$ cat config.mk
export PLATFORM = sky130hd
export DESIGN_NAME = rbv_fifo
export DESIGN_NICKNAME = d
export VERILOG_FILES = /design/src/sv/rbv_pkg.sv /design/src/sv/rbv_fifo.sv
export VERILOG_INCLUDE_DIRS = /design/src /design/src/sv
export SDC_FILE = /design/constraint.sdc
export NUM_CORES = 1
export LEC_CHECK = 0
export BUFFER_PORTS_ARGS = -buffer_cell sky130_fd_sc_hd__buf_4
export CAP_MARGIN = 20
export CORE_ASPECT_RATIO = 0.8
export CORE_MARGIN = 3
export CORE_UTILIZATION = 25
export CTS_CLUSTER_DIAMETER = 40
export DETAILED_ROUTE_END_ITERATION = 10
export GPL_TIMING_DRIVEN = 0
export SYNTH_ARGS = -nofsm -noshare
export SYNTH_HDL_FRONTEND = slang
export SYNTH_SLANG_ARGS = --single-unit
$ cat constraint.sdc
create_clock -name clk -period 15.1 [get_ports clk]
set_input_delay 1.51 -clock clk [delete_from_list [all_inputs] [get_ports clk]]
set_output_delay 1.51 -clock clk [all_outputs]
set_load 0.01 [all_outputs]
$ cat src/sv/assert_macros.svh
// Assertion macros shared by the ribbon vertex RTL.
`ifndef ASSERT_MACROS_SVH
`define ASSERT_MACROS_SVH
`ifndef SYNTHESIS
`define RBV_ASSERT(lbl, clk, rst, prop, msg) \
  lbl: assert property (@(posedge clk) disable iff (rst) (prop)) else $error(msg);
`define RBV_ASSERT_ALWAYS(lbl, clk, prop, msg) \
  lbl: assert property (@(posedge clk) (prop)) else $error(msg);
`else
`define RBV_ASSERT(lbl, clk, rst, prop, msg)
`define RBV_ASSERT_ALWAYS(lbl, clk, prop, msg)
`endif
`endif

$ cat src/sv/rbv_pkg.sv
// Types, constants and helpers of the ribbon vertex expander.
package rbv_pkg;
  localparam int COORD_BITS = 32;
  localparam int MAX_POINTS = 4096;
  localparam int IDX_W = $clog2(MAX_POINTS);

  localparam logic [2:0] CFG_CAMERA_X = 3'd0;
  localparam logic [2:0] CFG_CAMERA_Y = 3'd1;
  localparam logic [2:0] CFG_CAMERA_Z = 3'd2;
  localparam logic [2:0] CFG_RIBBON_WIDTH = 3'd3;
  localparam logic [2:0] CFG_STRIP_POINTS = 3'd4;

  typedef struct packed {
    logic signed [COORD_BITS-1:0] point_x;
    logic signed [COORD_BITS-1:0] point_y;
    logic signed [COORD_BITS-1:0] point_z;
    logic final_point;
  } point_t;

  typedef struct packed {
    logic signed [COORD_BITS-1:0] vertex_x;
    logic signed [COORD_BITS-1:0] vertex_y;
    logic signed [COORD_BITS-1:0] vertex_z;
    logic side_u;
    logic [16:0] v_coord;
    logic last_vertex;
  } vertex_t;

  // one point to expand: position, segment direction, index, end of strip
  typedef struct packed {
    logic [2:0][COORD_BITS-1:0] p;
    logic [2:0][COORD_BITS:0] d;
    logic [IDX_W-1:0] idx;
    logic last;
  } job_t;

  typedef struct packed {
    logic start;
    logic [60:0] num;
    logic [30:0] den;
  } div_req_t;

  typedef struct packed {
    logic done;
    logic [30:0] quo;
  } div_resp_t;

  function automatic logic [32:0] mag33(logic signed [32:0] v);
    logic [32:0] r;
    r = v[32] ? 33'(-v) : 33'(v);
    return r;
  endfunction

  function automatic logic [62:0] mag63(logic signed [62:0] v);
    logic [62:0] r;
    r = v[62] ? 63'(-v) : 63'(v);
    return r;
  endfunction

  // right shift that brings a 33-bit magnitude below 2^30
  function automatic logic [1:0] pre_shift(logic [32:0] o);
    logic [1:0] s;
    if (o[32]) s = 2'd3;
    else if (o[31]) s = 2'd2;
    else if (o[30]) s = 2'd1;
    else s = 2'd0;
    return s;
  endfunction
endpackage

$ cat src/sv/rbv_fifo.sv
// Two-entry job queue between front and back.
`include "assert_macros.svh"
module rbv_fifo (
  input  logic clk,
  input  logic rst,
  input  logic push,
  input  rbv_pkg::job_t push_data,
  output logic full,
  input  logic pop,
  output rbv_pkg::job_t head,
  output logic empty
);
  rbv_pkg::job_t mem [2];
  logic wp, rp;
  logic [1:0] count;

  assign full = count == 2'd2;
  assign empty = count == 2'd0;
  assign head = mem[rp];

  always_ff @(posedge clk) begin
    if (push) mem[wp] <= push_data;
  end

  always_ff @(posedge clk) begin
    if (rst) begin
      wp <= 1'b0;
      rp <= 1'b0;
      count <= 2'd0;
    end else begin
      if (push) wp <= ~wp;
      if (pop) rp <= ~rp;
      count <= count + 2'(push) - 2'(pop);
    end
  end

  `RBV_ASSERT(a_no_overflow, clk, rst, !(push && full && !pop), "job pushed into full queue")
  `RBV_ASSERT(a_no_underflow, clk, rst, !(pop && empty), "job popped from empty queue")
endmodule

==> impl_metrics.env <==
export IMPL_path_max_fanout=10
export IMPL_post_place_ws_ps=11860
export IMPL_postCtsSetupBuffers=0
export IMPL_worst_slew_pin_slew_ps=654
export IMPL_syn_avg_cell_area_um2=23.4
export IMPL_fillers=5777
export IMPL_tns_ps=0
export IMPL_syn_nets=882
export IMPL_powerDensity_nw_per_um2=143
export IMPL_synth_cells=668
export IMPL_status="completed"
export IMPL_cap_violations=0
export IMPL_grt_ovfl_total=0
export IMPL_io_pins=422
export IMPL_place_inst=1931
export IMPL_fp_dieW_um=286
export IMPL_synth_largest_area_cell="edfxtp_1"
export IMPL_ys_ff_latch=421
export IMPL_vdd_ir_drop_max_uv=84.4
export IMPL_clock_root_buffer="clkbuf_16"
export IMPL_via_count=8025
export IMPL_dp_hpwl_um=25300
export IMPL_clk_pin_slew_ps=50
export IMPL_finalCritPeriodShare_pct=23.9
export IMPL_worst_clock_skew_ps=11.6
export IMPL_synth_area_leaders="edfxtp_1 80%, mux2_4 9.7%, mux2_2 7.7%"
export IMPL_netlist_area_leader_share_pct=79.9
export IMPL_fp_dieH_um=230
export IMPL_clock_sinks=421
export IMPL_drive_above_1_share_pct=62.7
export IMPL_finalMaxSlewViolations=0
export IMPL_hold_viol=0
export IMPL_post_cts_resized=0
export IMPL_seqCellArea_um2=12600
export IMPL_clkPwrFrac_pct=44.4
export IMPL_clockBufferDepth=3
export IMPL_rows=81
export IMPL_wl_per_cell_um=17.7
export IMPL_crit_type="flip-flop to output pin"
export IMPL_hold_buffers=0
export IMPL_relSlewSlack_pct=56.3
export IMPL_cts_buffers=61
export IMPL_h_tree_depth=2
export IMPL_antenna_found_initial=1
export IMPL_p_sw_uw=710
export IMPL_cp_required_ps=13590
export IMPL_pwr_share_seq_pct=43.5
export IMPL_multi_input_area_um2=2840
export IMPL_num_antenna_cells=0
export IMPL_drc=0
export IMPL_start_kind="flip-flop"
export IMPL_syn_cell_area_um2=15600
export IMPL_place_port_buffers=421
export IMPL_p_sw_share_pct=22.4
export IMPL_place_congestion=0.740
export IMPL_place_area_um2=20100
export IMPL_p_comb_share_pct=12.1
export IMPL_final_cells=2044
export IMPL_cts_tree="built"
export IMPL_drt_initial_drc_count=386
export IMPL_track_usage_pct=10.7
export IMPL_area_delta_synth_final_pct=41.9
export IMPL_grt_max_degree=53
export IMPL_start_util_pct=25.4
export IMPL_grt_pass1_wl_um=53700
export IMPL_ys_seq_area_share_pct=80.5
export IMPL_grt_pass1_vias=8827
export IMPL_p_int_mw=2.47
export IMPL_hp_class="flip-flop to flip-flop"
export IMPL_setup_slack_ps=11490
export IMPL_p_leak_nw=8.44
export IMPL_post_route_min_period_ps=3610
export IMPL_nets=1378
export IMPL_setup_viol=0
export IMPL_die_area_um2=65600
export IMPL_clk_latency_ps=590
export IMPL_end_kind="output pin"
export IMPL_yosys_warnings=0
export IMPL_holdWs_ps=514
export IMPL_final_cell_area_um2=22200
export IMPL_routed_wl_um=36200
export IMPL_rsz0062_at_grt="no"
export IMPL_final_antenna_net_count=0
export IMPL_first_pass_iters=4
export IMPL_coreArea_um2=61500
export IMPL_ys_types=13
export IMPL_via_per_inst=3.93
export IMPL_clock_fmax_mhz=277
export IMPL_critical_path_arrival_ps=2100
## flip-flops by register name, indices dropped and copies added (netlist names), named ones only
signal	count
mem	416
count	2
rp	1
wp	1
## logic make-up after synthesis
group	count (synthesis)	share of synthesized area, %
muxes	208	17.4
buffers and inverters	25	1.38
xor gates and xnor gates	3	0.256
adders and majority gates	2	0.160
and+or+nand+nor	9	0.280
DFF	421	80.5
## final timing paths
| check | from | endpoint | slack, ps | cells past startpoint |
|---|---|---|---|---|
| hold / removal | rp | rp | 510 | 2 |
| setup / recovery | flip-flop | head[163] | 11490 | 5 |
| hold reg to reg | rp | rp | 510 | 2 |
| setup reg to reg | wp | mem[1][111] | 13140 | 3 |
## layer usage
layer | part of all wire (%) | track usage, %
met1 | 40 | 12.7
met2 | 48 | 17.6
met3 | 9.6 | 4.49
met4 | 2.3 | 3.44
met5 | 0.036 | 0
## per-stage QoR
| step | util [%] | total power [mW] |
|---|---|---|
| floorplan | - | 1.61 |
| global placement | 32.2 | 1.81 |
| detailed placement | 32.7 | 1.80 |
| CTS | 36.1 | 3.23 |
| global route | 36.1 | 3.31 |
| finish | 36.1 | 3.18 |
## power by group through the flow
stage / sequential (mW) / combinational (mW) / clock, mW
floorplan: 1.42 / 0.185 / 0
global placement: 1.44 / 0.376 / 0
detailed placement: 1.41 / 0.394 / 0
CTS: 1.38 / 0.395 / 1.45
global route: 1.39 / 0.413 / 1.51
finish: 1.38 / 0.384 / 1.41
## cell usage in the layout (no fill, tap or decap), drive strengths merged
cell type | netlist | layout
bufinv | 0 | 7
xnor2 | 2 | 2
clkbuf | 0 | 75
inv | 2 | 13
clkinv | 0 | 15
and2 | 1 | 1
dfxtp | 5 | 5
buf | 23 | 456
mux2 | 208 | 208
edfxtp | 416 | 416
nor2b | 3 | 3
xnor3 | 1 | 1
nor2 | 5 | 5
ha | 2 | 2
clkinvlp | 0 | 5
## cells in the mapped netlist
cell      number
and2_1         1
buf_2          8
buf_6         15
dfxtp_1        5
edfxtp_1     416
ha_1           2
inv_1          2
mux2_2       107
mux2_4       101
nor2_1         5
nor2b_1        3
xnor2_1        2
xnor3_1        1
## critical path: stages, from the launching register on
cell and delay, ps:
dfxtp_1 320, buf_6 200, buf_6 220, buf_6 260, mux2_4 330, buf_4 150
## area by class of cell
| cell class | count | share of cell area (%) |
|---|---|---|
| repair buffers | 433 | 15.5 |
| clock inverters | 38 | 1.97 |
| multi-input cells | 222 | 12.8 |
| inverters | 2 | 0.0338 |
| well taps | 830 | 4.68 |
| flip-flops and latches | 421 | 56.7 |
| plain buffers | 23 | 0.942 |
| clock buffers | 75 | 7.31 |
Note: power is estimated with default switching activity, not from simulation.
