$ cat config.mk
export PLATFORM = sky130hd
export DESIGN_NAME = rbv_div
export DESIGN_NICKNAME = d
export VERILOG_FILES = /design/src/sv/rbv_pkg.sv /design/src/sv/rbv_div.sv
export VERILOG_INCLUDE_DIRS = /design/src /design/src/sv
export SDC_FILE = /design/constraint.sdc
export NUM_CORES = 1
export LEC_CHECK = 0
export ABC_AREA = 1
export BUFFER_PORTS_ARGS = -buffer_cell sky130_fd_sc_hd__buf_2
export CORE_MARGIN = 5
export CORE_UTILIZATION = 60
export DETAILED_ROUTE_END_ITERATION = 6
export GPL_TIMING_DRIVEN = 0
export PLACE_DENSITY = 0.78
export SYNTH_ARGS = -nofsm -noshare
export SYNTH_HDL_FRONTEND = slang
export SYNTH_SLANG_ARGS = --single-unit
$ cat constraint.sdc
create_clock -name clk -period 3.9 [get_ports clk]
set_input_delay 0.585 -clock clk [delete_from_list [all_inputs] [get_ports clk]]
set_output_delay 0.585 -clock clk [all_outputs]
set_load 0.05 [all_outputs]
$ cat src/sv/assert_macros.svh
// Assertion macros shared by the ribbon vertex RTL.
`ifndef ASSERT_MACROS_SVH
`define ASSERT_MACROS_SVH
`ifndef SYNTHESIS
`define RBV_ASSERT(lbl, clk, rst, prop, msg) \
  lbl: assert property (@(posedge clk) disable iff (rst) (prop)) else $error(msg);
`define RBV_ASSERT_ALWAYS(lbl, clk, prop, msg) \
  lbl: assert property (@(posedge clk) (prop)) else $error(msg);
`else
`define RBV_ASSERT(lbl, clk, rst, prop, msg)
`define RBV_ASSERT_ALWAYS(lbl, clk, prop, msg)
`endif
`endif

$ cat src/sv/rbv_pkg.sv
// Types, constants and helpers of the ribbon vertex expander.
package rbv_pkg;
  localparam int COORD_BITS = 32;
  localparam int MAX_POINTS = 4096;
  localparam int IDX_W = $clog2(MAX_POINTS);

  localparam logic [2:0] CFG_CAMERA_X = 3'd0;
  localparam logic [2:0] CFG_CAMERA_Y = 3'd1;
  localparam logic [2:0] CFG_CAMERA_Z = 3'd2;
  localparam logic [2:0] CFG_RIBBON_WIDTH = 3'd3;
  localparam logic [2:0] CFG_STRIP_POINTS = 3'd4;

  typedef struct packed {
    logic signed [COORD_BITS-1:0] point_x;
    logic signed [COORD_BITS-1:0] point_y;
    logic signed [COORD_BITS-1:0] point_z;
    logic final_point;
  } point_t;

  typedef struct packed {
    logic signed [COORD_BITS-1:0] vertex_x;
    logic signed [COORD_BITS-1:0] vertex_y;
    logic signed [COORD_BITS-1:0] vertex_z;
    logic side_u;
    logic [16:0] v_coord;
    logic last_vertex;
  } vertex_t;

  // one point to expand: position, segment direction, index, end of strip
  typedef struct packed {
    logic [2:0][COORD_BITS-1:0] p;
    logic [2:0][COORD_BITS:0] d;
    logic [IDX_W-1:0] idx;
    logic last;
  } job_t;

  typedef struct packed {
    logic start;
    logic [60:0] num;
    logic [30:0] den;
  } div_req_t;

  typedef struct packed {
    logic done;
    logic [30:0] quo;
  } div_resp_t;

  function automatic logic [32:0] mag33(logic signed [32:0] v);
    logic [32:0] r;
    r = v[32] ? 33'(-v) : 33'(v);
    return r;
  endfunction

  function automatic logic [62:0] mag63(logic signed [62:0] v);
    logic [62:0] r;
    r = v[62] ? 63'(-v) : 63'(v);
    return r;
  endfunction

  // right shift that brings a 33-bit magnitude below 2^30
  function automatic logic [1:0] pre_shift(logic [32:0] o);
    logic [1:0] s;
    if (o[32]) s = 2'd3;
    else if (o[31]) s = 2'd2;
    else if (o[30]) s = 2'd1;
    else s = 2'd0;
    return s;
  endfunction
endpackage

$ cat src/sv/rbv_div.sv
// Restoring divider, one quotient bit per cycle, 31-bit quotient.
`include "assert_macros.svh"
module rbv_div (
  input  logic clk,
  input  logic rst,
  input  rbv_pkg::div_req_t req,
  output rbv_pkg::div_resp_t resp
);
  logic busy;
  logic [4:0] cnt;
  logic [60:0] rem, dsh;
  logic [30:0] q;
  logic done;

  assign resp.done = done;
  assign resp.quo = q;

  always_ff @(posedge clk) begin
    if (req.start) begin
      rem <= req.num;
      dsh <= {req.den, 30'b0};
      q <= '0;
    end else if (busy) begin
      if (rem >= dsh) begin
        rem <= rem - dsh;
        q <= {q[29:0], 1'b1};
      end else begin
        q <= {q[29:0], 1'b0};
      end
      dsh <= dsh >> 1;
    end
  end

  always_ff @(posedge clk) begin
    if (rst) begin
      busy <= 1'b0;
      cnt <= '0;
      done <= 1'b0;
    end else begin
      done <= busy && cnt == 5'd30;
      if (req.start) begin
        busy <= 1'b1;
        cnt <= '0;
      end else if (busy) begin
        cnt <= cnt + 1'b1;
        if (cnt == 5'd30) busy <= 1'b0;
      end
    end
  end

  `RBV_ASSERT(a_done_after_busy, clk, rst, done |-> !busy && $past(busy), "stray divide done")
endmodule

==> impl_metrics.py <==
metrics = {
    "timing": {
        "worst_pin_slew_ns": 0.963,
        "fin_crit_ns": 3.40,
        "holdWs_ns": 0.325,
        "timing.fmax_mhz": 294,
        "layout_setup_ws_ns": 0.497,
        "setup_tns_ns": 0,
        "drv_slew": 0,
        "fin_crit_sh_pct": 87.2,
        "finalHoldViolations": 0,
        "slew_headroom_pct": 35.8,
        "fin_skew_ns": 0.0172,
        "rsz0062_at_grt": "no",
        "setup_viol": 0,
    },
    "worst_setup_path": {
        "worst-setup-path-type": "flop to flop",
        "worstPathRequired_ns": 3.96,
        "end_kind": "flop",
        "cp.arrival_ns": 3.46,
        "r2r_end": "rem[44]",
        "critPathLaunchType": "flop",
        "r2r_setup_slack_ns": 0.50,
        "r2r_start": "rem[47]",
        "worstPathMaxFanout": 61,
        "ff2ff_path_depth": 11,
    },
    "drt": {
        "vias": 11800,
        "drc": 1,
        "drt-initial-drc-count": 1102,
        "routedWlPerCell_um": 16.8,
        "drtPass1Iterations": 7,
        "vias_per_cell": 5.31,
        "routed_wl_um": 37400,
        "ant_nets": 0,
    },
    "power_and_ir_drop": {
        "powerDensity_mw_per_mm2": 508,
        "p_leak_nw": 7.00,
        "ir_worst_vdd_mv": 0.342,
    },
    "cts": {
        "post_cts_buffers": 0,
        "cts.reportedPaths.clkPinSlew_ns": 0.07,
        "cts.repair.resized": 0,
        "numCtsBuffers": 17,
        "clkLatencyLatePin_ns": 0.45,
        "root_buffer": "clkbuf_16",
        "clkSinkCount": 160,
        "hold_buffers": 0,
        "cts_tree": "yes",
        "cts_max_level": 4,
        "clockBufferDepth": 2,
    },
    "final_layout": {
        "stdcell_count": 2220,
        "final_cell_mix": "nand2_1 (660), inv_1 (364), buf_2 (132), nor2_1 (97), edfxtp_1 (92)",
        "area_delta_synth_final_pct": 13.7,
        "drive_above_1_share_pct": 13.7,
        "layout.nets": 2101,
        "diodes": 0,
        "nFillCells": 1768,
        "final_common_cell": "nand2_1",
    },
    "outcome": {
        "failed_checks": "DRC",
        "status": "complete, but fails checks",
    },
    "grt": {
        "grt_antenna_before_repair": 0,
        "grt_pass1_vias": 11000,
        "grt-ovfl-total": 0,
        "grt_pass1_wl_um": 57200,
        "grt_max_degree": 62,
        "grt_usage_pct": 33.3,
    },
    "hold_path": {
        "hold_end": "busy",
        "hold_class": "input port to flop",
        "min_delay_path_depth": 2,
        "hold_path_startpoint": "rst",
    },
    "floorplan": {
        "io_pins": 127,
        "initial_core_util_pct": 60.6,
        "rows": 51,
        "die_h_um": 150,
        "floorplan.die_area_mm2": 0.0225,
        "coreArea_mm2": 0.0194,
        "die_w_um": 150,
    },
    "placed_design": {
        "post-place-cells": 2188,
        "dpl_worst_slack_ns": 0.571,
        "numPortBuffers": 126,
        "gp_congestion": 1.07,
        "dp_hpwl_um": 29800,
    },
    "synthesis": {
        "avgSynthCellArea_um2": 6.54,
        "synth_nets": 1955,
        "synth.distinct_cells": 38,
        "syn_area_mm2": 0.0118,
        "synth_seq_cells": 160,
        "synth_edf_count": 92,
        "yosysWarnings": 0,
        "synth-main-ff-cell": "edfxtp_1",
        "synth_cells": 1796,
        "ys_seq_area_share_pct": 35.1,
        "async_flop_share_pct": 0,
    },
    "run": {
        "cap_violations": 0,
    },
}
worst max-delay path by stage:
stage | from | end | slack, ns | depth (start not counted)
5_1_grt | rem[47] | rem[44] | 0.34 | 11
2_1_floorplan | rem[24] | rem[0] | 0.60 | 13
4_1_cts | rem[47] | rem[45] | 0.53 | 11
3_3_place_gp | dsh[47] | rem[23] | -0.79 | 12
6_report | rem[47] | rem[44] | 0.50 | 11
3_5_place_dp | rem[47] | rem[23] | 0.57 | 11
Yosys cell counts, types with 2 or more instances:
library cell	number	area, um^2
clkbuf_1	23	86.3
nand3_1	84	420
nor3_2	5	50.1
xor2_1	2	17.5
inv_2	21	78.8
nor3_1	8	40.0
or2_2	9	56.3
nor2_2	25	156
and2_1	4	25.0
o21ai_0	52	260
inv_1	364	1370
nand2_2	20	125
ha_1	63	788
nor2_4	8	90.1
xnor2_1	14	123
nor2_1	97	364
o21ai_1	10	50.1
dfxtp_1	68	1360
nand3_2	5	50.1
buf_2	6	30.0
buf_4	2	15.0
o21bai_1	6	45.0
nand2_1	661	2480
o22ai_1	57	357
buf_1	2	7.51
nand4_1	14	87.6
edfxtp_1	92	2760
a21oi_1	56	280
nand3b_1	9	67.6
per-layer routing:
layer	vias up	share of wire, %	wire length, um	global-route usage, %
li1	5860	-	-	-
met1	5323	44	16500	46.1
met5	-	0	0	0
met2	527	44	16300	52.5
met3	68	9.3	3480	6.21
met4	0	3.0	1130	11.3
worst max-delay path, cell delays in order, from the launching register on:
cell      delay, ns
edfxtp_1       0.38
ha_1           0.45
nand2_1        0.14
nor2_1         0.35
nand2_1        0.21
nor2_2         0.19
nand4_1        0.09
nor2_1         0.17
nor2_1         0.07
nand2_1        0.13
nand2_1        0.11
nand2_4        0.69
through the flow:
step	instance area (um^2)	total power (W)	utilization [%]
floorplan	11800	0.00414	-
global placement	12700	0.00489	65.5
detailed placement	12700	0.00495	65.7
CTS	13400	0.00671	68.9
global route	13400	0.00719	68.9
finish	13400	0.00678	68.9
cells by family (layout without fill, tap and decap cells):
group | count (synthesis) | count (layout) | synth area share, %
compound gates | 186 | 186 | 8.90
xor+xnor | 16 | 16 | 1.19
fa+ha+maj | 64 | 64 | 6.88
buf+inv | 418 | 577 | 13.5
flops | 160 | 160 | 35.1
simple gates | 952 | 952 | 34.5
power breakdown:
part / total, W / switching (W) / internal (W)
Combinational: 0.00292 / 0.00200 / 0.000921
Clock: 0.00178 / 0.000854 / 0.000926
Sequential: 0.00208 / 0.0000608 / 0.00202
flip-flops by register name (all words and copies together) (netlist names):
| name | cells |
|---|---|
| busy | 1 |
| done | 1 |
| dsh | 61 |
| rem | 61 |
| cnt | 5 |
| q | 31 |
cell type report:
cell class,count,area [um^2],area share (%)
Buffer,33,140,1.05
Clock buffer,17,425,3.18
Clock inverter,15,191,1.43
Inverter,385,1450,10.8
Multi-Input combinational cell,1218,6050,45.3
Sequential cell,160,4120,30.9
Tap cell,265,332,2.48
Timing Repair Buffer,127,651,4.87
(Power assumes the default switching activity.)
