### config.mk
export PLATFORM = sky130hd
export DESIGN_NAME = rbv_front
export DESIGN_NICKNAME = d
export VERILOG_FILES = /design/src/sv/rbv_pkg.sv /design/src/sv/rbv_front.sv
export VERILOG_INCLUDE_DIRS = /design/src /design/src/sv
export SDC_FILE = /design/constraint.sdc
export NUM_CORES = 1
export LEC_CHECK = 0
export ABC_CLOCK_PERIOD_IN_PS = 10400
export BUFFER_PORTS_ARGS = -buffer_cell sky130_fd_sc_hd__buf_2
export CORE_MARGIN = 2
export CORE_UTILIZATION = 40
export DETAILED_ROUTE_END_ITERATION = 10
export PLACE_DENSITY_LB_ADDON = 0.2
export SYNTH_ARGS = -nofsm -noshare
export SYNTH_HDL_FRONTEND = slang
export SYNTH_SLANG_ARGS = --single-unit
### constraint.sdc
create_clock -name clk -period 10.4 [get_ports clk]
set_input_delay 0.52 -clock clk [delete_from_list [all_inputs] [get_ports clk]]
set_output_delay 0.52 -clock clk [all_outputs]
set_load 0.02 [all_outputs]
### src/sv/assert_macros.svh
// Assertion macros shared by the ribbon vertex RTL.
`ifndef ASSERT_MACROS_SVH
`define ASSERT_MACROS_SVH
`ifndef SYNTHESIS
`define RBV_ASSERT(lbl, clk, rst, prop, msg) \
  lbl: assert property (@(posedge clk) disable iff (rst) (prop)) else $error(msg);
`define RBV_ASSERT_ALWAYS(lbl, clk, prop, msg) \
  lbl: assert property (@(posedge clk) (prop)) else $error(msg);
`else
`define RBV_ASSERT(lbl, clk, rst, prop, msg)
`define RBV_ASSERT_ALWAYS(lbl, clk, prop, msg)
`endif
`endif

### src/sv/rbv_pkg.sv
// Types, constants and helpers of the ribbon vertex expander.
package rbv_pkg;
  localparam int COORD_BITS = 32;
  localparam int MAX_POINTS = 4096;
  localparam int IDX_W = $clog2(MAX_POINTS);

  localparam logic [2:0] CFG_CAMERA_X = 3'd0;
  localparam logic [2:0] CFG_CAMERA_Y = 3'd1;
  localparam logic [2:0] CFG_CAMERA_Z = 3'd2;
  localparam logic [2:0] CFG_RIBBON_WIDTH = 3'd3;
  localparam logic [2:0] CFG_STRIP_POINTS = 3'd4;

  typedef struct packed {
    logic signed [COORD_BITS-1:0] point_x;
    logic signed [COORD_BITS-1:0] point_y;
    logic signed [COORD_BITS-1:0] point_z;
    logic final_point;
  } point_t;

  typedef struct packed {
    logic signed [COORD_BITS-1:0] vertex_x;
    logic signed [COORD_BITS-1:0] vertex_y;
    logic signed [COORD_BITS-1:0] vertex_z;
    logic side_u;
    logic [16:0] v_coord;
    logic last_vertex;
  } vertex_t;

  // one point to expand: position, segment direction, index, end of strip
  typedef struct packed {
    logic [2:0][COORD_BITS-1:0] p;
    logic [2:0][COORD_BITS:0] d;
    logic [IDX_W-1:0] idx;
    logic last;
  } job_t;

  typedef struct packed {
    logic start;
    logic [60:0] num;
    logic [30:0] den;
  } div_req_t;

  typedef struct packed {
    logic done;
    logic [30:0] quo;
  } div_resp_t;

  function automatic logic [32:0] mag33(logic signed [32:0] v);
    logic [32:0] r;
    r = v[32] ? 33'(-v) : 33'(v);
    return r;
  endfunction

  function automatic logic [62:0] mag63(logic signed [62:0] v);
    logic [62:0] r;
    r = v[62] ? 63'(-v) : 63'(v);
    return r;
  endfunction

  // right shift that brings a 33-bit magnitude below 2^30
  function automatic logic [1:0] pre_shift(logic [32:0] o);
    logic [1:0] s;
    if (o[32]) s = 2'd3;
    else if (o[31]) s = 2'd2;
    else if (o[30]) s = 2'd1;
    else s = 2'd0;
    return s;
  endfunction
endpackage

### src/sv/rbv_front.sv
// Front end: holds the previous point and turns points into expansion jobs.
`include "assert_macros.svh"
module rbv_front (
  input  logic clk,
  input  logic rst,
  input  logic in_valid,
  output logic in_ready,
  input  rbv_pkg::point_t in_data,
  output logic push,
  output rbv_pkg::job_t push_data,
  input  logic full
);
  logic [2:0][rbv_pkg::COORD_BITS-1:0] held;
  logic have;
  logic [rbv_pkg::IDX_W-1:0] index;
  logic pend;
  rbv_pkg::job_t pend_job;
  rbv_pkg::job_t cur_job;
  logic [2:0][rbv_pkg::COORD_BITS-1:0] p;
  logic [rbv_pkg::IDX_W-1:0] next_idx;
  logic acc;

  assign in_ready = !pend && !full;
  assign acc = in_valid && in_ready;
  assign p[0] = in_data.point_x;
  assign p[1] = in_data.point_y;
  assign p[2] = in_data.point_z;
  assign next_idx = (index < rbv_pkg::IDX_W'(rbv_pkg::MAX_POINTS - 1)) ?
                    index + 1'b1 : rbv_pkg::IDX_W'(rbv_pkg::MAX_POINTS - 1);

  always_comb begin
    cur_job.p = held;
    for (int k = 0; k < 3; k++) begin
      cur_job.d[k] = {p[k][rbv_pkg::COORD_BITS-1], p[k]} -
                     {held[k][rbv_pkg::COORD_BITS-1], held[k]};
    end
    cur_job.idx = index;
    cur_job.last = 1'b0;
  end

  assign push = pend ? !full : (acc && have);
  assign push_data = pend ? pend_job : cur_job;

  always_ff @(posedge clk) begin
    if (acc && have && in_data.final_point) begin
      pend_job.p <= p;
      pend_job.d <= cur_job.d;
      pend_job.idx <= next_idx;
      pend_job.last <= 1'b1;
    end
    if (acc && !in_data.final_point) held <= p;
  end

  always_ff @(posedge clk) begin
    if (rst) begin
      have <= 1'b0;
      index <= '0;
      pend <= 1'b0;
    end else begin
      if (pend && !full) pend <= 1'b0;
      if (acc) begin
        if (!have) begin
          index <= '0;
          have <= !in_data.final_point;
        end else if (in_data.final_point) begin
          pend <= 1'b1;
          have <= 1'b0;
          index <= '0;
        end else begin
          index <= next_idx;
        end
      end
    end
  end

  `RBV_ASSERT(a_pend_blocks, clk, rst, pend |-> !in_ready, "point taken with second job pending")
endmodule

==> metrics.log, run 1 <==
[metrics] area of the die: 0.04595 mm2
[metrics] sort of element at the end of the critical path: output pin
[metrics] number of enable-type register cells in the synthesized netlist: 303
[metrics] Setup Buffers After CTS: 0
[metrics] Port-buffer cells: 310
[metrics] maximum root-to-sink buffer count: 3
[metrics] worst hold slack: 0.1772 ns
[metrics] area taken by flip-flops and latches: 0.009383 mm2
[metrics] final setup violation count: 0
[metrics] horizontal die dimension: 214.4 um
[metrics] sequential area share after synthesis: 52.98%
[metrics] met3 layer usage reported by global route: 4.000%
[metrics] flip-flop cell with the highest count after synthesis: sky130_fd_sc_hd__edfxtp_1
[metrics] antenna violations before repair: 6
[metrics] remaining antenna violation count: 0
[metrics] Placed Instances: 2517
[metrics] Pins Over Slew Limit: 0
[metrics] Non-Filler Instances: 2586
[metrics] final period demand of the worst path: 4.401 ns
[metrics] maximum fanout count along the critical path: 4
[metrics] share of flip-flops with an asynchronous set or reset: 0%
[metrics] iteration-0 DRC count of the detailed router: 807
[metrics] total of fill cells in the finished design: 4169
[metrics] Starting Density: 40.29%
[metrics] CP cell instances: ha_1 > fa_1 > nor2b_1 > o31a_1 > o32ai_1 > o31ai_1 > a21oi_1 > or2_2 > xnor2_1 > mux2_2 > buf_2
[metrics] period utilisation layout: 42.32%
[metrics] Final Hold Viols: 0
[metrics] Final Routed Wirelength: 45.37 mm
[metrics] adder-cell share of the synthesized area: 7.195%
[metrics] via count of the first global-routing pass: 12910
[metrics] run status: complete, no violations
[metrics] power density over the cells: 166.7 mW/mm2
[metrics] worst setup path class: reg2out
[metrics] combined area of the multi-input logic cells: 0.007547 mm2
[metrics] Num CTS Buffers: 38
[metrics] cts hold-fix bufs: 0
[metrics] Sinks on Clock Net: 317
[metrics] final instance area: 0.02105 mm2
[metrics] overall global routing resource usage: 19.27%
[metrics] Sum Neg Setup Slack: 0 ns
[metrics] data arrival time at the worst-slack endpoint: 3.88 ns
[metrics] number of iterations in the first detailed-routing pass: 5
[metrics] Leak Pwr: 8.557 nW
[metrics] type of origin of the critical path: flip-flop
[metrics] post-synthesis share of cell area spent on and, or, nand and nor gates: 11.78%
[metrics] warnings from Yosys: 0
[metrics] kind of cell adding the most delay to the critical path: compound AO/OA/AOI/OAI gates
[metrics] unrepaired setup endpoints after global routing: no
[metrics] routed via count: 13300
[metrics] clock transition at the registers of the reported paths: 0.06 ns
[metrics] GR met2 Demand/Resource: 30.74%
[metrics] compound-gate portion of the synthesized area: 15.06%
[metrics] die outline height: 214.4 um
[metrics] pin count of the biggest net entering global routing: 82
[metrics] Remaining DRCs: 0
[metrics] synth top area cells: sky130_fd_sc_hd__edfxtp_1 (51%), sky130_fd_sc_hd__ha_1 (6.9%), sky130_fd_sc_hd__nand2_1 (5.6%)
[metrics] share of the synthesized area in the top cell type: 51.40%
[metrics] Max-slew headroom: 31.69%
[metrics] Post-DP Area: 0.01981 mm2
[metrics] # resized after CTS: 0
[metrics] Final Net Count: 2166
[metrics] library cells used by synthesis: 80
[metrics] Most Crowded Layer GR: met2
[metrics] worst min-delay path class: in2reg
[metrics] count of mapped cells out of synthesis: 1673
[metrics] post-synth top area cell: sky130_fd_sc_hd__edfxtp_1
[metrics] maximum frequency from static timing analysis: 0.2272 GHz
[metrics] H-tree depth: 2
[metrics] XOR/XNOR Fraction of Synth Area: 3.958%
[metrics] core area: 0.04393 mm2
[metrics] Boundary Pins: 311
[metrics] slowest CP cell: sky130_fd_sc_hd__o31ai_1
[metrics] global-route wire length before repair: 70.83 mm
[metrics] peak supply drop: 137.4 uV
[metrics] average wire per cell in the routed design: 17.54 um
[metrics] register bit count reported by yosys: 317
[metrics] average cell area after synthesis: 10.58 um2
[metrics] count of standard-cell rows: 77
[metrics] Final Skew: 0.01012 ns
[metrics] proportion of layout cells with a drive suffix above 1: 23.49%
[metrics] total overflow reported by the global router: 0
[metrics] netlist area before placement: 0.01770 mm2
[metrics] data required time of the worst path: 9.88 ns
[metrics] via density per instance: 5.142
[metrics] most frequent cells after synthesis: sky130_fd_sc_hd__edfxtp_1 (303), sky130_fd_sc_hd__nand2_1 (262), sky130_fd_sc_hd__o21ai_0 (150), sky130_fd_sc_hd__inv_1 (135), sky130_fd_sc_hd__a21oi_1 (104)
[metrics] most frequent cell after synthesis: sky130_fd_sc_hd__edfxtp_1
[metrics] worst skew pair latency: 0.55 ns
[metrics] CTS tree: built
[metrics] placed wire-length estimate after detailed placement: 33.11 mm
[metrics] met1 layer usage reported by global route: 26.48%
[metrics] largest family of logic cells by synthesized area: compound AO/OA/AOI/OAI gates
[metrics] net count after synthesis: 1874
[metrics] total of max-cap violations: 0
[metrics] measured slew at the worst slew-check pin: 1.025 ns
[metrics] area growth from synthesis to layout: 18.94%
[metrics] delay of the slowest cell on the worst path: 0.73 ns
[metrics] portion of netlist area occupied by mux cells: 4.594%
[metrics] sum of buffers and inverters on the critical path: 1
[metrics] Final GP Congestion: 0.9114
[metrics] Root Buffer Master: sky130_fd_sc_hd__clkbuf_16
## metrics by stage
stage | power (W) | utilization (%) | worst slack, ns
2_1_floorplan | 0.001970 | - | 4.135
3_3_place_gp | 0.002199 | 45.08 | 6.340
3_5_place_dp | 0.002203 | 45.08 | 6.280
4_1_cts | 0.003556 | 47.91 | 5.953
5_1_grt | 0.003662 | 47.92 | 5.640
6_report | 0.003510 | 47.92 | 5.999
## state kept, by name (all words and copies together) (netlist names)
signal and cells:
pend_job 207, cur_job 96, index 12, pend 1, have 1
## area by class of cell
cell class | count | area share, %
inverters | 135 | 2.419
flip-flops and latches | 317 | 44.57
multi-input cells | 1153 | 35.85
clock buffers | 50 | 5.034
repair buffers | 320 | 7.726
clock inverters | 17 | 0.8677
well taps | 592 | 3.518
diodes | 2 | 0.02377
## layout by cell type (no fill, tap or decap), types with 10 or more instances in the layout
master	Yosys	routed
sky130_fd_sc_hd__nand2_1	262	262
sky130_fd_sc_hd__dfxtp_1	14	13
sky130_fd_sc_hd__edfxtp_1	303	303
sky130_fd_sc_hd__xnor2_1	52	52
sky130_fd_sc_hd__a21o_1	19	19
sky130_fd_sc_hd__a31oi_1	12	12
sky130_fd_sc_hd__nor2b_1	13	13
sky130_fd_sc_hd__and3_1	16	16
sky130_fd_sc_hd__xor2_1	28	28
sky130_fd_sc_hd__buf_2	0	310
sky130_fd_sc_hd__o21a_1	16	16
sky130_fd_sc_hd__mux2_2	70	70
sky130_fd_sc_hd__a21oi_1	104	104
sky130_fd_sc_hd__o31ai_1	14	14
sky130_fd_sc_hd__ha_1	97	97
sky130_fd_sc_hd__nor2_1	88	87
sky130_fd_sc_hd__buf_4	2	10
sky130_fd_sc_hd__nand4_1	13	13
sky130_fd_sc_hd__a22oi_1	12	12
sky130_fd_sc_hd__o21bai_1	15	15
sky130_fd_sc_hd__o21ai_0	150	150
sky130_fd_sc_hd__inv_1	135	134
sky130_fd_sc_hd__nand2b_1	15	15
sky130_fd_sc_hd__clkbuf_16	0	41
sky130_fd_sc_hd__nand3_1	25	25
sky130_fd_sc_hd__nor3_1	11	11
## power breakdown
group | internal [W] | switching [W] | leakage, nW
sequential | 0.00144 | 0.00000622 | 2.88
combinational | 0.000266 | 0.000463 | 5.07
clock | 0.000814 | 0.000519 | 0.604
total | 0.00252 | 0.000988 | 8.56
## cell families (layout without fill, tap and decap cells)
kind of cell | Yosys count | in the layout
mux | 72 | 72
xor+xnor | 80 | 80
simple gates | 475 | 475
buf+inv | 203 | 522
fa+ha+maj | 100 | 100
compound gates | 426 | 426
flops | 317 | 317
other cells | 0 | 2
## worst register-to-register path, cell delays in order, from the launching register on
cell and delay, ns:
sky130_fd_sc_hd__dfxtp_4 0.50, sky130_fd_sc_hd__nor2_1 0.24, sky130_fd_sc_hd__and4_4 0.94, sky130_fd_sc_hd__buf_4 0.67, sky130_fd_sc_hd__buf_4 0.68
## routing by layer
metal  up-vias  part of all wire, %
li1       6640                    -
met1      6237                   46
met2       344                   46
met3        67                  5.7
met4         8                  2.2
met5         -                0.099
## worst paths after layout
kind	start	to	slack (ns)	cells after the start
setup / recovery	cur_job[176]	push_data[107]	6.00	11
hold / removal	in_data[86]	pend_job[133]	0.18	1
setup reg to reg	pend	pend_job[51]	6.98	4
hold reg to reg	have	have	0.55	2
Note: power is estimated with default switching activity, not from simulation.
==> run 2: changes to the inputs <==
- ABC_AREA: unset -> 1
- ABC_CLOCK_PERIOD_IN_PS: 10400 -> 4500
- clock period: 10.4 -> 4.5 ns (I/O delays scaled with it)
==> run 2 against run 1 <==
Against the previous run: clock power is 130% higher; critical path type unchanged; first-iteration DRC count is 59% higher; count of clock-buffer cells in the layout is 2 higher; critical path depth is 7 lower; flip-flop and latch count stayed put; highest routed layer unchanged; global-route usage is 2.0 points higher; combinational power grew to 2.6 times the previous value; register-to-register slack worse by 4.9 ns; die area is 14% higher; via count is 34% higher.
==> metrics.log, run 2 <==
[metrics] run status: complete, no violations
[metrics] Port-buffer cells: 310
[metrics] Final Skew: 0.01336 ns
[metrics] maximum root-to-sink buffer count: 3
[metrics] share of the synthesized area in the top cell type: 44.90%
[metrics] unrepaired setup endpoints after global routing: no
[metrics] top library cells by usage in the layout, fill and taps aside: sky130_fd_sc_hd__nand2_1 (1131), sky130_fd_sc_hd__inv_1 (514), sky130_fd_sc_hd__buf_2 (310)
[metrics] Root Buffer Master: sky130_fd_sc_hd__clkbuf_16
[metrics] type of origin of the critical path: flip-flop
[metrics] area of the die: 0.05248 mm2
[metrics] total of max-cap violations: 0
[metrics] pin count of the biggest net entering global routing: 108
[metrics] proportion of layout cells with a drive suffix above 1: 13.11%
[metrics] total overflow reported by the global router: 0
[metrics] Remaining DRCs: 0
[metrics] share of flip-flops with an asynchronous set or reset: 0%
[metrics] Pins Over Slew Limit: 0
[metrics] number of iterations in the first detailed-routing pass: 6
[metrics] iteration-0 DRC count of the detailed router: 1284
[metrics] remaining antenna violation count: 0
[metrics] most common cell after layout, fill and taps aside: sky130_fd_sc_hd__nand2_1
[metrics] measured slew at the worst slew-check pin: 0.9219 ns
[metrics] period utilisation layout: 69.10%
[metrics] post-synth top area cell: sky130_fd_sc_hd__edfxtp_1
[metrics] average cell area after synthesis: 7.505 um2
[metrics] worst setup path class: reg2out
[metrics] die outline height: 229.1 um
[metrics] data required time of the worst path: 4.28 ns
[metrics] area growth from synthesis to layout: 22.28%
[metrics] power density over the cells: 336.9 mW/mm2
[metrics] library cells used by synthesis: 36
[metrics] # resized after CTS: 0
[metrics] worst min-delay path class: in2reg
[metrics] via count of the first global-routing pass: 17360
[metrics] via density per instance: 4.676
[metrics] most frequent cell after synthesis: sky130_fd_sc_hd__nand2_1
[metrics] register containing the most flip-flops in the final layout: pend_job
[metrics] Starting Density: 40.47%
[metrics] sequential area share after synthesis: 46.28%
[metrics] average wire per cell in the routed design: 14.90 um
[metrics] clock transition at the registers of the reported paths: 0.06 ns
[metrics] most frequent cells after synthesis: sky130_fd_sc_hd__nand2_1 (1131), sky130_fd_sc_hd__inv_1 (514), sky130_fd_sc_hd__edfxtp_1 (303), sky130_fd_sc_hd__nor2_1 (136), sky130_fd_sc_hd__o21ai_0 (113)
[metrics] Sinks on Clock Net: 317
[metrics] core area: 0.05007 mm2
[metrics] max FFs per register: 207
[metrics] warnings from Yosys: 0
[metrics] final period demand of the worst path: 3.110 ns
[metrics] data arrival time at the worst-slack endpoint: 2.88 ns
[metrics] Sum Neg Setup Slack: 0 ns
[metrics] final setup violation count: 0
[metrics] maximum fanout count along the critical path: 82
[metrics] Final Net Count: 3308
[metrics] count of mapped cells out of synthesis: 2700
[metrics] antenna violations before repair: 2
[metrics] count of standard-cell rows: 82
[metrics] Boundary Pins: 311
[metrics] overall global routing resource usage: 21.30%
[metrics] flip-flop cell with the highest count after synthesis: sky130_fd_sc_hd__edfxtp_1
[metrics] peak supply drop: 287.7 uV
[metrics] H-tree depth: 2
[metrics] horizontal die dimension: 229.1 um
[metrics] register bit count reported by yosys: 317
[metrics] Leak Pwr: 12.40 nW
[metrics] CTS tree: built
[metrics] global-route wire length before repair: 90.34 mm
[metrics] number of enable-type register cells in the synthesized netlist: 303
[metrics] final worst setup slack: 1.390 ns
[metrics] placement-stage worst setup slack: 1.955 ns
[metrics] Final Hold Viols: 0
[metrics] Num CTS Buffers: 38
[metrics] synth top area cells: sky130_fd_sc_hd__edfxtp_1 (45%), sky130_fd_sc_hd__nand2_1 (21%), sky130_fd_sc_hd__inv_1 (9.5%)
[metrics] maximum frequency from static timing analysis: 0.3216 GHz
[metrics] Final Routed Wirelength: 56.77 mm
[metrics] sort of element at the end of the critical path: output pin
[metrics] routed via count: 17810
[metrics] netlist area before placement: 0.02026 mm2
[metrics] placed wire-length estimate after detailed placement: 41.73 mm
[metrics] Final GP Congestion: 0.9094
[metrics] net count after synthesis: 2901
[metrics] worst skew pair latency: 0.56 ns
[metrics] Max-slew headroom: 38.54%
-- run 2: kinds of logic (layout without fill, tap and decap cells) --
group	after synthesis	count (layout)	synth area share [%]
simple gates	1476	1476	29.61
buf+inv	566	1001	10.64
xor+xnor	47	47	2.254
flops	317	317	46.28
other cells	0	2	0
fa+ha+maj	100	100	6.285
compound gates	194	194	4.921
-- run 2: timing repair --
action | CTS | global route
setup buffers | 0 | 0
hold endpoints to repair | 193 | 0
hold buffers | 97 | 0
-- run 2: cell type report --
cell class / count / area [um2]
well taps: 672 / 840.8
multi-input cells: 1817 / 8743
diodes: 2 / 5.005
fillers: 4994 / 25290
repair buffers: 416 / 2640
clock buffers: 52 / 1067
flip-flops and latches: 317 / 9383
clock inverters: 16 / 157.7
inverters: 517 / 1943
-- run 2: final timing paths --
path | from | to | slack (ns) | cells past startpoint
min | rst | index[11] | 0.04 | 2
min reg2reg | have | have | 0.49 | 2
max | pend | push_data[162] | 1.39 | 4
max reg2reg | pend | cur_job[165] | 2.05 | 4
-- run 2: routing by layer --
metal  up-vias  part of all wire, %  GRT usage, %
met3        53                  5.7         3.561
met5         -                0.042             0
met1      8144                   47         29.38
met4         4                  1.5         4.505
li1       9175                    -             -
met2       434                   46         35.22
-- run 2: power breakdown --
group / leakage, nW / switching, W / internal, W
sequential: 2.88 / 0.0000137 / 0.00333
combinational: 8.93 / 0.00128 / 0.000639
clock: 0.591 / 0.00126 / 0.00183
-- run 2: critical path, stage by stage, from the launching register on --
cell and delay [ns]:
sky130_fd_sc_hd__dfxtp_4 0.37, sky130_fd_sc_hd__buf_4 0.59, sky130_fd_sc_hd__buf_4 0.73, sky130_fd_sc_hd__o21ai_0 0.28
sky130_fd_sc_hd__buf_2 0.22
-- run 2: stage by stage --
stage	utilization [%]	power, W	cell area, um2	hold WS [ns]	std cells
after floorplan	-	0.004630	20270	0.2874	2700
after global placement	45.10	0.005239	22580	0.4304	3642
after detailed placement	45.10	0.005255	22580	0.4407	3642
after CTS	49.48	0.008440	24780	0.01550	3807
after global routing	49.48	0.008746	24780	0.03640	3807
final	49.49	0.008348	24780	0.04198	3809
==> run 3: changes to the inputs <==
- ABC_AREA: 1 -> 0
- ABC_CLOCK_PERIOD_IN_PS: 4500 -> 2600
- clock period: 4.5 -> 2.6 ns (I/O delays scaled with it)
==> run 3 against run 2 <==
Against the previous run: the flow now finishes with violations (negative setup slack); core utilization increased by 12 points; setup slack got worse by 2.3 ns; count of clock-buffer cells in the layout rose by 3; routed wire length down 6.3%; cell area rose by 9.4%.
==> metrics.log, run 3 (synthesis results as in run 1) <==
[metrics] start point of the worst hold path: in_valid
[metrics] worst hold slack: 0.09001 ns
[metrics] maximum frequency from static timing analysis: 0.2867 GHz
[metrics] routed via count: 15260
[metrics] peak supply drop: 519.6 uV
[metrics] clock transition at the registers of the reported paths: 0.06 ns
[metrics] Pins Over Slew Limit: 0
[metrics] Sinks on Clock Net: 317
[metrics] pin count of the biggest net entering global routing: 104
[metrics] average wire per cell in the routed design: 17.81 um
[metrics] clock network fraction of design power: 33.5%
[metrics] Final Net Count: 2560
[metrics] Num CTS Buffers: 39
[metrics] Final Routed Wirelength: 53.17 mm
[metrics] Remaining DRCs: 0
[metrics] area growth from synthesis to layout: 53.19%
[metrics] via count of the first global-routing pass: 15440
[metrics] worst skew pair latency: 0.55 ns
[metrics] core area: 0.04393 mm2
[metrics] register containing the most flip-flops in the final layout: pend_job
[metrics] remaining antenna violation count: 0
[metrics] Max-slew headroom: 60.77%
[metrics] count of standard-cell rows: 77
[metrics] startpoint of the worst register-to-register path: cur_job[177]
[metrics] final standard cell utilization of the core: 61.73%
[metrics] Logic pwr share: 29.9%
[metrics] most common cell after layout, fill and taps aside: sky130_fd_sc_hd__edfxtp_1
[metrics] global-route wire length before repair: 82.09 mm
[metrics] via density per instance: 5.111
[metrics] area of the die: 0.04595 mm2
[metrics] Non-Filler Instances: 2986
[metrics] max FFs per register: 207
[metrics] H-tree depth: 2
[metrics] switching share of power: 28.62%
[metrics] violated checks: negative setup slack
[metrics] power density over the cells: 584.9 mW/mm2
[metrics] period utilisation layout: 134.2%
[metrics] final period demand of the worst path: 3.488 ns
[metrics] proportion of power drawn by flip-flops and latches: 36.5%
[metrics] Boundary Pins: 311
[metrics] run status: complete, but fails checks
[metrics] final setup violation count: 105
[metrics] placement-stage worst setup slack: -0.3582 ns
[metrics] maximum root-to-sink buffer count: 3
[metrics] worst setup path class: reg2out
[metrics] CTS tree: built
[metrics] die outline height: 214.4 um
[metrics] worst min-delay path class: in2reg
[metrics] horizontal die dimension: 214.4 um
[metrics] maximum fanout count along the critical path: 3
[metrics] iteration-0 DRC count of the detailed router: 797
[metrics] Starting Density: 40.29%
[metrics] data arrival time at the worst-slack endpoint: 3.36 ns
[metrics] overall global routing resource usage: 22.20%
[metrics] proportion of layout cells with a drive suffix above 1: 42.03%
[metrics] Final Skew: 0.01454 ns
[metrics] worst setup path startpoint: cur_job[177]
[metrics] sort of element at the end of the critical path: output pin
[metrics] data required time of the worst path: 2.47 ns
[metrics] Internal Pwr Total: 0.01132 W
[metrics] Port-buffer cells: 310
[metrics] measured slew at the worst slew-check pin: 0.5831 ns
[metrics] Root Buffer Master: sky130_fd_sc_hd__clkbuf_16
[metrics] final worst setup slack: -0.8881 ns
[metrics] Psw: 0.004540 W
[metrics] Final Hold Viols: 0
[metrics] total of max-cap violations: 0
[metrics] Leak Pwr: 11.33 nW
[metrics] top library cells by usage in the layout, fill and taps aside: sky130_fd_sc_hd__edfxtp_1 (303), sky130_fd_sc_hd__buf_4 (247), sky130_fd_sc_hd__nand2_1 (232)
[metrics] unrepaired setup endpoints after global routing: yes
[metrics] antenna violations before repair: 7
[metrics] Final GP Congestion: 0.8864
[metrics] type of origin of the critical path: flip-flop
[metrics] placed wire-length estimate after detailed placement: 35.16 mm
[metrics] total overflow reported by the global router: 0
[metrics] number of iterations in the first detailed-routing pass: 5
[metrics] Placed Instances: 2728
[run 3: worst max-delay path, cell delays in order (launching register included)]
cell                       delay (ns)
sky130_fd_sc_hd__edfxtp_1        0.41
sky130_fd_sc_hd__inv_2           0.10
sky130_fd_sc_hd__ha_4            0.19
sky130_fd_sc_hd__nor2b_4         0.12
sky130_fd_sc_hd__o31a_1          0.28
sky130_fd_sc_hd__o311a_1         0.34
sky130_fd_sc_hd__o31ai_2         0.22
sky130_fd_sc_hd__buf_4           0.18
sky130_fd_sc_hd__o311a_4         0.20
sky130_fd_sc_hd__o21ai_4         0.08
sky130_fd_sc_hd__a31o_4          0.27
sky130_fd_sc_hd__a221oi_4        0.25
sky130_fd_sc_hd__buf_6           0.16
[run 3: area by class of cell]
| cell class | count | area (um2) |
|---|---|---|
| fillers | 3533 | 16810 |
| multi-input cells | 1153 | 9535 |
| flip-flops and latches | 317 | 9383 |
| repair buffers | 713 | 5690 |
| clock buffers | 55 | 1089 |
| well taps | 592 | 740.7 |
| inverters | 135 | 511.7 |
| clock inverters | 16 | 156.4 |
| diodes | 5 | 12.51 |
[run 3: power by group through the flow]
stage | registers [W] | logic, W | clock network (W)
floorplan | 0.00590 | 0.00203 | 0
CTS | 0.00579 | 0.00436 | 0.00546
global route | 0.00580 | 0.00505 | 0.00563
detailed placement | 0.00590 | 0.00335 | 0
global placement | 0.00590 | 0.00333 | 0
finish | 0.00580 | 0.00475 | 0.00532
[run 3: path summary, 6_finish.rpt]
kind              cells after the start              to  slack, ns
setup / recovery                     12  push_data[110]      -0.89
hold / removal                        4            have       0.09
setup reg to reg                     12   pend_job[110]      -0.28
hold reg to reg                       2            have       0.54
[run 3: repair_timing]
item                                    CTS  global route
resized for setup                       431           149
endpoints found under the hold margin   206             0
hold buffers                             99             0
setup buffers                            71            50
endpoints found under the setup margin  107           129
pin swaps                               145           120
[run 3: stage by stage]
stage	total power [W]	setup TNS, ns	area, um2
2_1_floorplan	0.007929	-19.94	17930
3_3_place_gp	0.009222	-10.78	21730
3_5_place_dp	0.009251	-12.94	21730
4_1_cts	0.01562	-51.41	26170
5_1_grt	0.01649	-66.35	27120
6_report	0.01586	-52.47	27120
[run 3: per-layer routing]
layer / wire length, um / vias to the layer above / GRT usage (%)
met3: 3033 / 105 / 4.723
met1: 22800 / 7283 / 28.60
met2: 25860 / 433 / 37.48
met4: 1449 / 4 / 6.921
li1: - / 7436 / -
met5: 27 / - / 0
